## src/tfdc_pkg.sv

```systemverilog
package tfdc_pkg;

    // Fixed field and register widths.
    localparam int TEMP_W     = 12;
    localparam int DUTY_W     = 7;
    localparam int CFG_IDX_W  = 3;
    localparam int CFG_DATA_W = 32;
    localparam int NOW_W      = 32;
    localparam int DWELL_W    = 32;

    // Serial divider: the quotient never exceeds the duty span, so 7 bits do.
    localparam int QUOT_W   = DUTY_W;
    localparam int PROD_W   = TEMP_W + DUTY_W;
    localparam int REM_W    = PROD_W + 1;
    localparam int DVS_W    = TEMP_W + QUOT_W - 1;
    localparam int CNT_W    = 3;

    localparam logic [DUTY_W-1:0] DUTY_CAP = 7'd100;

    // Command codes.
    typedef enum logic [1:0] {
        CMD_UPDATE = 2'd0,
        CMD_STATE  = 2'd1,
        CMD_ALERT  = 2'd2,
        CMD_NONE   = 2'd3
    } t_cmd;

    // System states.
    typedef enum logic [1:0] {
        MODE_OFF      = 2'd0,
        MODE_SHUTDOWN = 2'd1,
        MODE_RUN      = 2'd2,
        MODE_OTHER    = 2'd3
    } t_mode;

    // Configuration register indexes.
    typedef enum logic [CFG_IDX_W-1:0] {
        CFG_TEMP_OFF  = 3'd0,
        CFG_TEMP_LOW  = 3'd1,
        CFG_TEMP_HIGH = 3'd2,
        CFG_DUTY_MIN  = 3'd3,
        CFG_DUTY_MAX  = 3'd4,
        CFG_ON_DWELL  = 3'd5,
        CFG_OFF_DWELL = 3'd6
    } t_cfg_idx;

    // What the commit step does with a request.
    typedef enum logic [1:0] {
        ACT_REPORT,
        ACT_FORCE_OFF,
        ACT_UPDATE
    } t_act;

    // Sequencer states.
    typedef enum logic [2:0] {
        S_IDLE,
        S_PREP,
        S_MUL,
        S_DIV,
        S_APPLY
    } t_state;

    // Request payload.
    typedef struct packed {
        logic [1:0]               cmd;
        logic signed [TEMP_W-1:0] temperature;
        logic                     temp_valid;
        logic [NOW_W-1:0]         now_ms;
        logic [1:0]               new_system_state;
        logic                     alert_high_temp;
        logic                     alert_high_humidity;
    } t_req;

    // Response payload.
    typedef struct packed {
        logic [DUTY_W-1:0] duty_percent;
        logic              fan_running;
    } t_rsp;

endpackage

```

## src/thermal_fan_duty_controller_core.sv

```systemverilog
// Flow: a request is taken in S_IDLE, decoded in S_PREP and committed in S_APPLY;
// duty from curve interpolation adds S_MUL and the 7-step serial divider S_DIV.
// One request at a time; S_APPLY waits for a free output register, and the
// next request is taken the cycle after commit.
// Reset (synchronous, active low) restores register defaults, zero duty,
// fan stopped, power-off state and cleared alerts.
module thermal_fan_duty_controller_core
    import tfdc_pkg::*;
#(
    parameter int TIME_BITS = 32
) (
    input  logic                  i_clk,
    input  logic                  i_rst_n,
    input  logic                  i_valid,
    output logic                  o_ready,
    input  t_req                  i_req,
    output logic                  o_valid,
    input  logic                  i_ready,
    output t_rsp                  o_rsp,
    input  logic                  i_cfg_we,
    input  logic [CFG_IDX_W-1:0]  i_cfg_idx,
    input  logic [CFG_DATA_W-1:0] i_cfg_wdata
);

    // Configuration registers.
    logic signed [TEMP_W-1:0] r_temp_off;
    logic signed [TEMP_W-1:0] r_temp_low;
    logic signed [TEMP_W-1:0] r_temp_high;
    logic [DUTY_W-1:0]        r_duty_min;
    logic [DUTY_W-1:0]        r_duty_max;
    logic [DWELL_W-1:0]       r_on_dwell;
    logic [DWELL_W-1:0]       r_off_dwell;

    // Controller state.
    t_state                r_state, n_state;
    logic                  r_ovalid, n_ovalid;
    logic [DUTY_W-1:0]     r_cur, n_cur;
    logic                  r_running, n_running;
    logic [TIME_BITS-1:0]  r_last, n_last;
    logic [1:0]            r_mode, n_mode;
    logic                  r_hot, n_hot;
    logic                  r_humid, n_humid;

    // Request and datapath registers.
    t_req                  r_req;
    t_act                  r_act, n_act;
    logic [DUTY_W-1:0]     r_target, n_target;
    logic [TEMP_W-1:0]     r_num, n_num;
    logic [TEMP_W-1:0]     r_span, n_span;
    logic [DUTY_W-1:0]     r_diff, n_diff;
    logic                  r_down, n_down;
    logic [DUTY_W-1:0]     r_base, n_base;
    logic [REM_W-1:0]      r_rem, n_rem;
    logic [DVS_W-1:0]      r_dvs, n_dvs;
    logic [QUOT_W-1:0]     r_q, n_q;
    logic [CNT_W-1:0]      r_cnt, n_cnt;

    // Combinational helpers.
    logic [DUTY_W-1:0]        w_dmin, w_dmax;
    logic signed [TEMP_W:0]   w_num_s, w_span_s;
    logic [PROD_W-1:0]        w_prod;
    logic [REM_W-1:0]         w_rem_sub;
    logic                     w_fits;
    logic [TIME_BITS-1:0]     w_now;
    logic [TIME_BITS-1:0]     w_elapsed;
    logic                     w_hold;
    logic [DUTY_W-1:0]        w_new_duty;
    logic                     w_commit;

    assign o_ready            = (r_state == S_IDLE);
    assign o_valid            = r_ovalid;
    assign o_rsp.duty_percent = r_cur;
    assign o_rsp.fan_running  = r_running;

    // Duty limits clamped to 100 percent.
    assign w_dmin = (r_duty_min > DUTY_CAP) ? DUTY_CAP : r_duty_min;
    assign w_dmax = (r_duty_max > DUTY_CAP) ? DUTY_CAP : r_duty_max;

    // Curve offset and span; both are positive when the curve is used.
    assign w_num_s  = (TEMP_W+1)'(r_req.temperature) - (TEMP_W+1)'(r_temp_low);
    assign w_span_s = (TEMP_W+1)'(r_temp_high) - (TEMP_W+1)'(r_temp_low);

    // Shared multiplier and one restoring divider step.
    assign w_prod    = PROD_W'(r_num) * PROD_W'(r_diff);
    assign w_fits    = (r_rem >= REM_W'(r_dvs));
    assign w_rem_sub = r_rem - REM_W'(r_dvs);

    // Wrapping time since the last on/off toggle.
    assign w_now     = r_req.now_ms[TIME_BITS-1:0];
    assign w_elapsed = w_now - r_last;

    // The output register must be free before new state is committed.
    assign w_commit = !r_ovalid || i_ready;

    // Configuration writes.
    always_ff @(posedge i_clk) begin
        if (!i_rst_n) begin
            r_temp_off  <= 12'sd560;
            r_temp_low  <= 12'sd720;
            r_temp_high <= 12'sd1120;
            r_duty_min  <= 7'd30;
            r_duty_max  <= 7'd100;
            r_on_dwell  <= 32'd10000;
            r_off_dwell <= 32'd10000;
        end else if (i_cfg_we) begin
            unique case (i_cfg_idx)
                CFG_TEMP_OFF:  r_temp_off  <= i_cfg_wdata[TEMP_W-1:0];
                CFG_TEMP_LOW:  r_temp_low  <= i_cfg_wdata[TEMP_W-1:0];
                CFG_TEMP_HIGH: r_temp_high <= i_cfg_wdata[TEMP_W-1:0];
                CFG_DUTY_MIN:  r_duty_min  <= i_cfg_wdata[DUTY_W-1:0];
                CFG_DUTY_MAX:  r_duty_max  <= i_cfg_wdata[DUTY_W-1:0];
                CFG_ON_DWELL:  r_on_dwell  <= i_cfg_wdata[DWELL_W-1:0];
                CFG_OFF_DWELL: r_off_dwell <= i_cfg_wdata[DWELL_W-1:0];
                default: begin
                end
            endcase
        end
    end

    // Control state registers.
    always_ff @(posedge i_clk) begin
        if (!i_rst_n) begin
            r_state   <= S_IDLE;
            r_ovalid  <= 1'b0;
            r_cur     <= '0;
            r_running <= 1'b0;
            r_last    <= '0;
            r_mode    <= MODE_OFF;
            r_hot     <= 1'b0;
            r_humid   <= 1'b0;
        end else begin
            r_state   <= n_state;
            r_ovalid  <= n_ovalid;
            r_cur     <= n_cur;
            r_running <= n_running;
            r_last    <= n_last;
            r_mode    <= n_mode;
            r_hot     <= n_hot;
            r_humid   <= n_humid;
        end
    end

    // Payload and datapath registers.
    always_ff @(posedge i_clk) begin
        if (i_valid && o_ready) begin
            r_req <= i_req;
        end
        r_act    <= n_act;
        r_target <= n_target;
        r_num    <= n_num;
        r_span   <= n_span;
        r_diff   <= n_diff;
        r_down   <= n_down;
        r_base   <= n_base;
        r_rem    <= n_rem;
        r_dvs    <= n_dvs;
        r_q      <= n_q;
        r_cnt    <= n_cnt;
    end

    // Sequencer: decode, optional multiply and divide, then dwell check and commit.
    always_comb begin
        n_state   = r_state;
        n_ovalid  = r_ovalid;
        n_cur     = r_cur;
        n_running = r_running;
        n_last    = r_last;
        n_mode    = r_mode;
        n_hot     = r_hot;
        n_humid   = r_humid;
        n_act     = r_act;
        n_target  = r_target;
        n_num     = r_num;
        n_span    = r_span;
        n_diff    = r_diff;
        n_down    = r_down;
        n_base    = r_base;
        n_rem     = r_rem;
        n_dvs     = r_dvs;
        n_q       = r_q;
        n_cnt     = r_cnt;
        w_hold     = 1'b0;
        w_new_duty = r_cur;

        // A taken response frees the output register.
        if (r_ovalid && i_ready) begin
            n_ovalid = 1'b0;
        end

        unique case (r_state)
            S_IDLE: begin
                if (i_valid) begin
                    n_state = S_PREP;
                end
            end

            // Decode the command and pick the target duty where no curve math is needed.
            S_PREP: begin
                n_act   = ACT_REPORT;
                n_state = S_APPLY;
                unique case (r_req.cmd)
                    CMD_UPDATE: begin
                        n_act = ACT_UPDATE;
                        if (r_hot) begin
                            n_target = w_dmax;
                        end else if (r_mode == MODE_OFF || r_mode == MODE_SHUTDOWN) begin
                            n_target = '0;
                        end else if (r_mode == MODE_OTHER) begin
                            n_target = r_humid ? w_dmin : '0;
                        end else if (!r_req.temp_valid) begin
                            n_target = (r_cur != '0) ? w_dmin : '0;
                        end else if (r_req.temperature <= r_temp_off) begin
                            n_target = '0;
                        end else if (r_req.temperature <= r_temp_low) begin
                            n_target = (r_cur != '0) ? w_dmin : '0;
                        end else if (r_req.temperature >= r_temp_high) begin
                            n_target = w_dmax;
                        end else begin
                            // Interpolate between the low and high thresholds.
                            n_num   = w_num_s[TEMP_W-1:0];
                            n_span  = w_span_s[TEMP_W-1:0];
                            n_down  = (w_dmax < w_dmin);
                            n_diff  = (w_dmax >= w_dmin) ? (w_dmax - w_dmin)
                                                         : (w_dmin - w_dmax);
                            n_base  = w_dmin;
                            n_state = S_MUL;
                        end
                    end
                    CMD_STATE: begin
                        n_mode = r_req.new_system_state;
                        if (r_req.new_system_state == MODE_OFF) begin
                            n_act = ACT_FORCE_OFF;
                        end
                    end
                    CMD_ALERT: begin
                        n_hot   = r_req.alert_high_temp;
                        n_humid = r_req.alert_high_humidity;
                    end
                    CMD_NONE: begin
                    end
                    default: begin
                    end
                endcase
            end

            // Product of offset and duty span; a downward curve rounds up.
            S_MUL: begin
                n_rem   = REM_W'(w_prod) + (r_down ? (REM_W'(r_span) - REM_W'(1)) : '0);
                n_dvs   = {r_span, {(QUOT_W-1){1'b0}}};
                n_q     = '0;
                n_cnt   = CNT_W'(QUOT_W - 1);
                n_state = S_DIV;
            end

            // One quotient bit per cycle.
            S_DIV: begin
                n_q   = {r_q[QUOT_W-2:0], w_fits};
                n_dvs = r_dvs >> 1;
                if (w_fits) begin
                    n_rem = w_rem_sub;
                end
                if (r_cnt == '0) begin
                    n_target = r_down ? (r_base - n_q) : (r_base + n_q);
                    n_state  = S_APPLY;
                end else begin
                    n_cnt = r_cnt - CNT_W'(1);
                end
            end

            // Dwell check, state update and response.
            S_APPLY: begin
                if (w_commit) begin
                    unique case (r_act)
                        ACT_FORCE_OFF: begin
                            w_new_duty = '0;
                        end
                        ACT_UPDATE: begin
                            if (r_target == '0) begin
                                w_hold = r_running && !r_hot &&
                                         (DWELL_W'(w_elapsed) < r_on_dwell);
                            end else begin
                                w_hold = !r_running && !r_hot &&
                                         (DWELL_W'(w_elapsed) < r_off_dwell);
                            end
                            w_new_duty = w_hold ? r_cur : r_target;
                        end
                        default: begin
                            w_new_duty = r_cur;
                        end
                    endcase
                    if ((r_cur != '0) != (w_new_duty != '0)) begin
                        n_last = w_now;
                    end
                    n_cur     = w_new_duty;
                    n_running = (w_new_duty != '0);
                    n_ovalid  = 1'b1;
                    n_state   = S_IDLE;
                end
            end

            default: begin
                n_state = S_IDLE;
            end
        endcase
    end

endmodule

```

## config.mk

```make
export PLATFORM = sky130hd
export DESIGN_NAME = thermal_fan_duty_controller_core
export DESIGN_NICKNAME = d
export VERILOG_FILES = /design/src/tfdc_pkg.sv /design/src/thermal_fan_duty_controller_core.sv
export SDC_FILE = /design/constraint.sdc
export NUM_CORES = 1
export LEC_CHECK = 0
export ABC_AREA = 1
export BUFFER_PORTS_ARGS = -buffer_cell sky130_fd_sc_hd__buf_2
export CORE_MARGIN = 1.5
export CORE_UTILIZATION = 60
export DETAILED_ROUTE_END_ITERATION = 10
export PLACE_DENSITY = 0.78
export RECOVER_POWER = 25
export SYNTH_ARGS = -nofsm -noshare
export SYNTH_HDL_FRONTEND = slang
export SYNTH_SLANG_ARGS = --single-unit
```

## constraint.sdc

```tcl
create_clock -name i_clk -period 7.4 [get_ports i_clk]
set_clock_uncertainty 0.15 [all_clocks]
set_input_delay 0.37 -clock i_clk [delete_from_list [all_inputs] [get_ports i_clk]]
set_output_delay 0.37 -clock i_clk [all_outputs]
set_load 0.02 [all_outputs]
```

# Word-level counts from Yosys, hierarchy flattened
# Cells that the tools add are included.
[op_classes] n_lt_le_gt_ge=10 n_bitwise=6 n_mux=48 multipliers=1 n_reduce_logical=38 n_eq_ne=24 addsub=11
[op_table] operator="$mux 7" n=18
[op_table] operator="$lt 32x32->1" n=2
[op_table] operator="$mux 20" n=2
[op_table] operator="$pmux 20 s2" n=1
[op_table] operator="$mux 3" n=12
[op_table] operator="$pmux 18 s2" n=1
[op_table] operator="$sub 32x32->32" n=1
[op_table] operator="$pmux 7 s2" n=2
[op_table] operator="$le 12x12->1" n=2
[op_table] operator="$reduce_and 2->1" n=12
[op_table] operator="$sub 12x12->12" n=2
[op_table] operator="$sub 7x7->7" n=3
[op_table] operator="$add 19x20->20" n=1
[op_table] operator="$ge 20x18->1" n=1
[op_table] operator="$sub 20x18->20" n=1
[op_table] operator="$mul 12x7->19" n=1
[op_table] operator="$pmux 3 s5" n=1
[op_table] operator="$gt 7x7->1 const B" n=2
[op_table] operator="$reduce_bool 7->1" n=2
[op_table] operator="$sub 12x1->13 const B" n=1
[op_table] operator="$eq 3x2->1 const B" n=4
[op_table] operator="$eq 3x3->1 const B" n=4
[op_table] operator="$ge 12x12->1" n=1
[op_table] operator="$pmux 6 s2" n=1
[op_table] operator="other kinds (25)" n=60
[totals] out_inout_bits=10 wordCells=171 inputBits=91 register_bits=308

# Depth between registers and ports, before layout
[logic_depth] word_depth=14 ltp_mapped=40 depth_no_buf=39

# Worst setup path after synthesis
# Ideal clock, no wire load.
[synth_timing] path_type="register to register" from="reg r_diff[3]" to="reg r_rem[16] (data pin)" setup_slack_ns=2.496 t_arrival_ns=4.498 required_ns=6.994 n_path_buf=1 stages_incl_launch_ff=26 synth_period_minus_slack_ns=4.904 cell_sequence="edfxtp_1 clkbuf_1 nand2_1 fa_1 inv_1 ha_1 inv_1 fa_1 fa_1 inv_1 ha_1 nand2_1 o21ai_0 nand2_1 nand2_1 a21oi_1 o21ai_0 a21oi_1 o21bai_1 nand2_1 nand2_1 a21oi_1 o21ai_0 nand2_1 nand3_1 nand2_1"
[synth_between] elab_chain_len=3
[synth_rtl] element="start, declared" line="thermal_fan_duty_controller_core.sv:50" source="logic [DUTY_W-1:0] r_diff, n_diff;"
[synth_rtl] element="start signal, assigned" line="thermal_fan_duty_controller_core.sv:152" source="r_diff <= n_diff;"
[synth_rtl] element="$mul 12x7->19" line="thermal_fan_duty_controller_core.sv:84" source="assign w_prod = PROD_W'(r_num) * PROD_W'(r_diff);"
[synth_rtl] element="$add 19x20->20" line="thermal_fan_duty_controller_core.sv:248" source="n_rem = REM_W'(w_prod) + (r_down ? (REM_W'(r_span) - REM_W'(1)) : '0);"
[synth_rtl] element="$pmux 20 s2" line="thermal_fan_duty_controller_core.sv:190" source="unique case (r_state)"
[synth_rtl] element="named net n_rem[16]" line="thermal_fan_duty_controller_core.sv:53" source="logic [REM_W-1:0] r_rem, n_rem;"
[synth_rtl] element="end signal, assigned" line="thermal_fan_duty_controller_core.sv:155" source="r_rem <= n_rem;"
[synth_rtl] element="end, declared" line="thermal_fan_duty_controller_core.sv:53"
# The timed path passes the listed nets, and every way through them passes these cells.
# A chain may end at the register's enable or synchronous reset.

# Worst setup path in the final report
[layout_timing] from="reg r_req, in the netlist w_now[2]" to="reg r_last[5]"
[layout_between] elab_chain_len=14
[layout_rtl] element="start, declared" line="thermal_fan_duty_controller_core.sv:45" source="t_req r_req;"
[layout_rtl] element="start signal, assigned" line="thermal_fan_duty_controller_core.sv:146" source="r_req <= i_req;"
[layout_rtl] element="$sub 32x32->32 (*)" line="thermal_fan_duty_controller_core.sv:90" source="assign w_elapsed = w_now - r_last;"
[layout_rtl] element="$lt 32x32->1 (on tied branches)" line="thermal_fan_duty_controller_core.sv:283, thermal_fan_duty_controller_core.sv:280"
[layout_rtl] element="$logic_and 1x1->1 (on tied branches)" line="thermal_fan_duty_controller_core.sv:282, thermal_fan_duty_controller_core.sv:279"
[layout_rtl] element="$mux 1 (*)" line="thermal_fan_duty_controller_core.sv:278" source="if (r_target == '0) begin"
[layout_rtl] element="$mux 1 (*)" line="thermal_fan_duty_controller_core.sv:273" source="unique case (r_act)"
[layout_rtl] element="$mux 1 (*)" line="thermal_fan_duty_controller_core.sv:272" source="if (w_commit) begin"
[layout_rtl] element="$mux 1 (*)" line="thermal_fan_duty_controller_core.sv:190"
[layout_rtl] element="$mux 7 (*)" line="thermal_fan_duty_controller_core.sv:285" source="w_new_duty = w_hold ? r_cur : r_target;"
[layout_rtl] element="$pmux 7 s2 (*)" line="thermal_fan_duty_controller_core.sv:273"
[layout_rtl] element="$mux 7 (*)" line="thermal_fan_duty_controller_core.sv:272"
[layout_rtl] element="$mux 7 (*)" line="thermal_fan_duty_controller_core.sv:190"
[layout_rtl] element="$reduce_bool 7->1 (*)" line="thermal_fan_duty_controller_core.sv:291" source="if ((r_cur != '0) != (w_new_duty != '0)) begin"
[layout_rtl] element="$ne 1x1->1 (*)" line="thermal_fan_duty_controller_core.sv:291"
[layout_rtl] element="$reduce_and 3->1 (no source line) (*)"
[layout_rtl] element="end signal, assigned" line="thermal_fan_duty_controller_core.sv:136" source="r_last <= n_last;"
[layout_rtl] element="end, declared" line="thermal_fan_duty_controller_core.sv:39" source="logic [TIME_BITS-1:0] r_last, n_last;"
# Mark *: on every way between the ends. The rest lies on a longest branch, timed or not. The select of a mux whose other input is x is not followed.

==> results <==
- The run finished, with violations left.
- The final reports fail on capacitance limit, slew limit.
- Of the synthesized area, sequential elements account for 0.355.
- The endpoint of the most critical setup path is r_last[5].
- Measured along the x axis, the die boundary spans between 150 and 200 um.
- The first routing iteration left between 1,000 and 1,500 violations.
- In this run the deepest clock path goes through 3 buffers.
- For this design, the slowest cell found on the critical path is nand3_4.
- In this run the power spent charging and discharging nets is between 1 and 1.5 mW.
- The internal portion of the total power is approximately 3.3 mW.
- The clock tree synthesis step divided the H-tree into 2 levels.
- The initial utilization of the core area, before any placement, comes to 0.607.
- The worst setup path is captured at a flip-flop.
- The maximum vdd ir drop is roughly 220 uV.
- The reg-to-reg critical path startpoint is w_now[2].
- The register clock-pin slew on the reported worst setup and hold paths is 0.06 ns.
- The finished cells cover between 0.02 and 0.025 mm^2.
- In this run the count of I/O pins placed on the die edge is about 100.
- Counting cells, the worst reg-to-reg path comes to 33.
- The via count of the first global-routing pass is around 18,000.
- The number of fill cells in the layout is 2,940.
- The count of antenna diodes in the layout is 0.
- The mean cell area of the mapped netlist is between 7 and 8 um^2.
- Using the TritonRoute via totals, the vias-per-cell ratio works out to approximately 5.5.
- In this run, post-CTS hold repair placed 54 buffers.
- The clock reaches the later pin of the worst-skew pair after between 0.5 and 0.6 ns.
- The total vias in the final route is roughly 18,000.
- The count of synthesis-stage warnings from yosys is 0.
- The net count reported at finish is between 3,000 and 4,000.
- Setup violations remaining at the end of the flow were counted as 0.
- Data on the critical path is required at its endpoint by roughly 7.7 ns.
- The multi-input combinational cells in the finished layout cover a total of between 0.01 and 0.015 mm^2.
- The wire length of the first global-routing pass is about 86 mm.
- The area of the core region is about 0.035 mm^2.
- The total clock buffers created by CTS is 36.
- The layout overhead on the synthesized area is 11.8%.
- The area taken by flip-flops and latches is around 0.0076 mm^2.
- In this run the worst setup path begins at w_now[2].
- In the final layout, the share of cells above drive strength 1 is 0.0716.
- The maximum achievable frequency is around 0.16 GHz.
- The destination of the worst register-to-register timing path is r_last[5].
- The floorplan step set the die height to 192 um.
- The number of endpoints with negative hold slack in the final report is 0.
- The netlist uses 52 different library cells.
- The proportion of power drawn by flip-flops and latches is 0.408.
- For the final routed database, the setup TNS stands at 0 ns.
- The max-capacitance violation count is 3.
- The die area is 0.0370 mm^2.
- The number of core rows is just under 70.
- After layout, the minimum clock period comes to ~6.2 ns.
- The leakage power total is roughly 11 nW.
- CTS placed an instance of clkbuf_16 at the clock tree root.
- The ratio of final minimum period to clock period is 0.842.
- Along the worst path, the maximum fanout reaches 32.
- The worst hold margin is 0.0109 ns.
- The worst max-slew margin expressed relative to the limit is -1.33.
- After clock tree synthesis, the repair step resized 0 gates.
- The count of nets left with antenna violations once routing finished came out at 0.
- The initial antenna violation count is 1.
- By instance count, the cell type seen most on the critical path is nand2_1.
- The max-slew violation total from the final report is 197.
- The number of register bits inferred by synthesis is 308.
- The global routing usage summed across all routing layers is 0.290.
- Of the total power, combinational logic draws 0.214.
- The proportion of total power due to net switching is 0.292.
- At the end of routability-driven placement, the weighted congestion stood at ~0.9.
- Setup repair after global routing left no endpoint under its margin.
- The number of iterations in the first detailed-routing pass is 6.
- The count of buffers from port buffering is 100.
- STA classifies the critical path startpoint as a flip-flop.
- The CTS tree is yes.
- The sum of overflow across all layers after global routing is 0.
- The cell area after placement is 0.0223 mm^2.
- For this run, the slowest stage of the critical path takes approximately 0.57 ns.
- The number of setup buffers added after CTS is 0.
- The number of nets handed over by synthesis was 3,082.
- In this run the worst hold path is classified as input pin to flip-flop.
- For the pin with the worst max-slew slack, the measured transition is approximately 3.5 ns.
- The number of cells produced by synthesis is between 2,000 and 3,000.
- Dividing the detail-routed wire length by the instance count gives 16.0 um.
- The clock network power share is 0.378.
- The setup check on the worst reg-to-reg path leaves a slack of between 1 and 1.5 ns.
- The critical path is of the flip-flop to flip-flop type.
- Detailed placement finished with a half-perimeter wire length of 39.7 mm.
- Entering global routing, the biggest net connects 97 pins.
- The mapped cell area is 0.0215 mm^2.
- The count of unresolved DRC violations after routing is 0.
- The aggregate routed wire length is between 50 and 60 mm.
- In this run the power density over the cells is around 190 mW/mm^2.
- The endpoint arrival time on the critical path is 6.48 ns.
- The clock net sink count is 308.
-- layer usage --
metal / track usage / up-vias / share of wire
met3: 0.0395 / 167 / 0.048
met4: 0.136 / 0 / 0.045
met1: 0.336 / 8477 / 0.41
met2: 0.525 / 502 / 0.50
met5: 0 / - / 0
li1: - / 9023 / -
-- state kept, by name, summed over array words and instances (netlist names), 12 cells and up --
register / count
r_off_dwell: 32
r_dvs: 18
r_req: 19
w_now: 32
r_rem: 20
r_temp_high: 12
r_on_dwell: 32
r_last: 32
r_temp_low: 12
r_num: 12
r_span: 12
r_temp_off: 12
-- cells by family (layout without fill, tap and decap cells) --
group / Yosys count / after routing / synth area share
and+or+nand+nor: 815 / 815 / 0.158
buffers and inverters: 619 / 775 / 0.110
AOI/OAI and AO/OA: 573 / 573 / 0.145
DFF: 308 / 308 / 0.355
adders and majority gates: 296 / 296 / 0.198
xor gates and xnor gates: 80 / 80 / 0.0326
muxes: 4 / 4 / 0.00186
-- per-stage QoR --
step | instances | utilization | power [mW] | setup slack [ns]
3_3_place_gp | 3194 | 0.631 | 2.84 | 1.49
2_1_floorplan | 2695 | - | 2.63 | 2.50
3_5_place_dp | 3194 | 0.631 | 2.88 | 1.29
4_1_cts | 3312 | 0.680 | 4.65 | 1.28
6_report | 3312 | 0.679 | 4.63 | 1.17
5_1_grt | 3312 | 0.679 | 4.86 | 0.600
-- cell usage in the layout, fill, tap and decap left out, types with 3 or more instances in the layout --
master         count
inv_1            508
nand2_1          491
a21oi_1          260
ha_1             223
o21ai_0          198
nor2_1           172
dfxtp_1          162
edfxtp_1         146
buf_2             86
fa_1              73
nand3_1           59
xor2_1            57
dlygate4sd3_1     54
nand4_1           48
clkbuf_16         39
inv_2             36
o211ai_1          30
clkbuf_1          26
xnor2_1           23
nor3_1            16
a31oi_1           16
o21ai_1           14
o21a_1            12
o21bai_1          10
buf_4              7
nor4_1             6
a21o_1             6
clkinv_1           6
o31ai_1            6
a211oi_1           5
or2_2              5
a21boi_1           5
clkinv_2           5
nor2_2             4
mux2i_1            4
nand2_2            3
clkbuf_8           3
-- power groups by stage --
stage,registers (mW),logic [mW],clock network (mW)
floorplan,1.92,0.709,0
global placement,1.92,0.918,0
detailed placement,1.93,0.949,0
CTS,1.89,0.976,1.78
global route,1.90,1.12,1.84
finish,1.89,0.989,1.75
-- area by class of cell --
| type | instances | share of cell area |
|---|---|---|
| clock buffers | 53 | 0.0441 |
| clock inverters | 11 | 0.00458 |
| inverters | 548 | 0.0856 |
| multi-input cells | 1768 | 0.479 |
| flip-flops and latches | 308 | 0.317 |
| well taps | 461 | 0.0240 |
| repair buffers | 163 | 0.0451 |
-- cell usage after synthesis (all sizes together) --
library cell | number | area share
inv | 544 | 0.095
nand2 | 495 | 0.087
a21oi | 262 | 0.061
ha | 223 | 0.13
o21ai | 213 | 0.050
nor2 | 177 | 0.031
dfxtp | 162 | 0.15
edfxtp | 146 | 0.20
fa | 73 | 0.068
nand3 | 61 | 0.015
clkbuf | 58 | 0.010
xor2 | 57 | 0.023
nand4 | 50 | 0.016
o211ai | 30 | 0.010
xnor2 | 23 | 0.0094
a31oi | 16 | 0.0047
nor3 | 16 | 0.0037
buf | 13 | 0.0039
o21a | 12 | 0.0042
o21bai | 10 | 0.0035
a21boi | 7 | 0.0024
a21o | 6 | 0.0021
nor4 | 6 | 0.0017
o31ai | 6 | 0.0021
a211oi | 5 | 0.0017
or2 | 5 | 0.0015
clkinv | 4 | 0.00070
mux2i | 4 | 0.0019
and3 | 2 | 0.00058
a2111oi | 1 | 0.00041
a31o | 1 | 0.00041
a32oi | 1 | 0.00041
nand3b | 1 | 0.00035
nor3b | 1 | 0.00035
nor4b | 1 | 0.00070
o2111ai | 1 | 0.00041
o22ai | 1 | 0.00029
o311ai | 1 | 0.00041
-- worst max-delay path: cells and delay by family (launching register included) --
family	cells	cell delay (ns)
XOR/XNOR	1	0.23
buffers and inverters	3	0.19
flip-flops	1	0.39
AO/OA/AOI/OAI	10	1.83
adder cells (fa/ha/maj)	2	0.64
AND/OR/NAND/NOR	17	2.63
-- worst min path at each step --
stage	from	to	slack [ns]	depth (start not counted)
detailed placement	r_off_dwell[12]	r_off_dwell[12]	0.30	2
CTS	i_cfg_wdata[27]	r_off_dwell[27]	0.003	3
global route	i_cfg_wdata[24]	r_off_dwell[24]	0.02	3
global placement	r_on_dwell[12]	r_on_dwell[12]	0.30	2
floorplan	r_off_dwell[11]	r_off_dwell[11]	0.29	2
finish	i_cfg_wdata[24]	r_off_dwell[24]	0.01	3
Note: power is estimated with default switching activity, not from simulation.
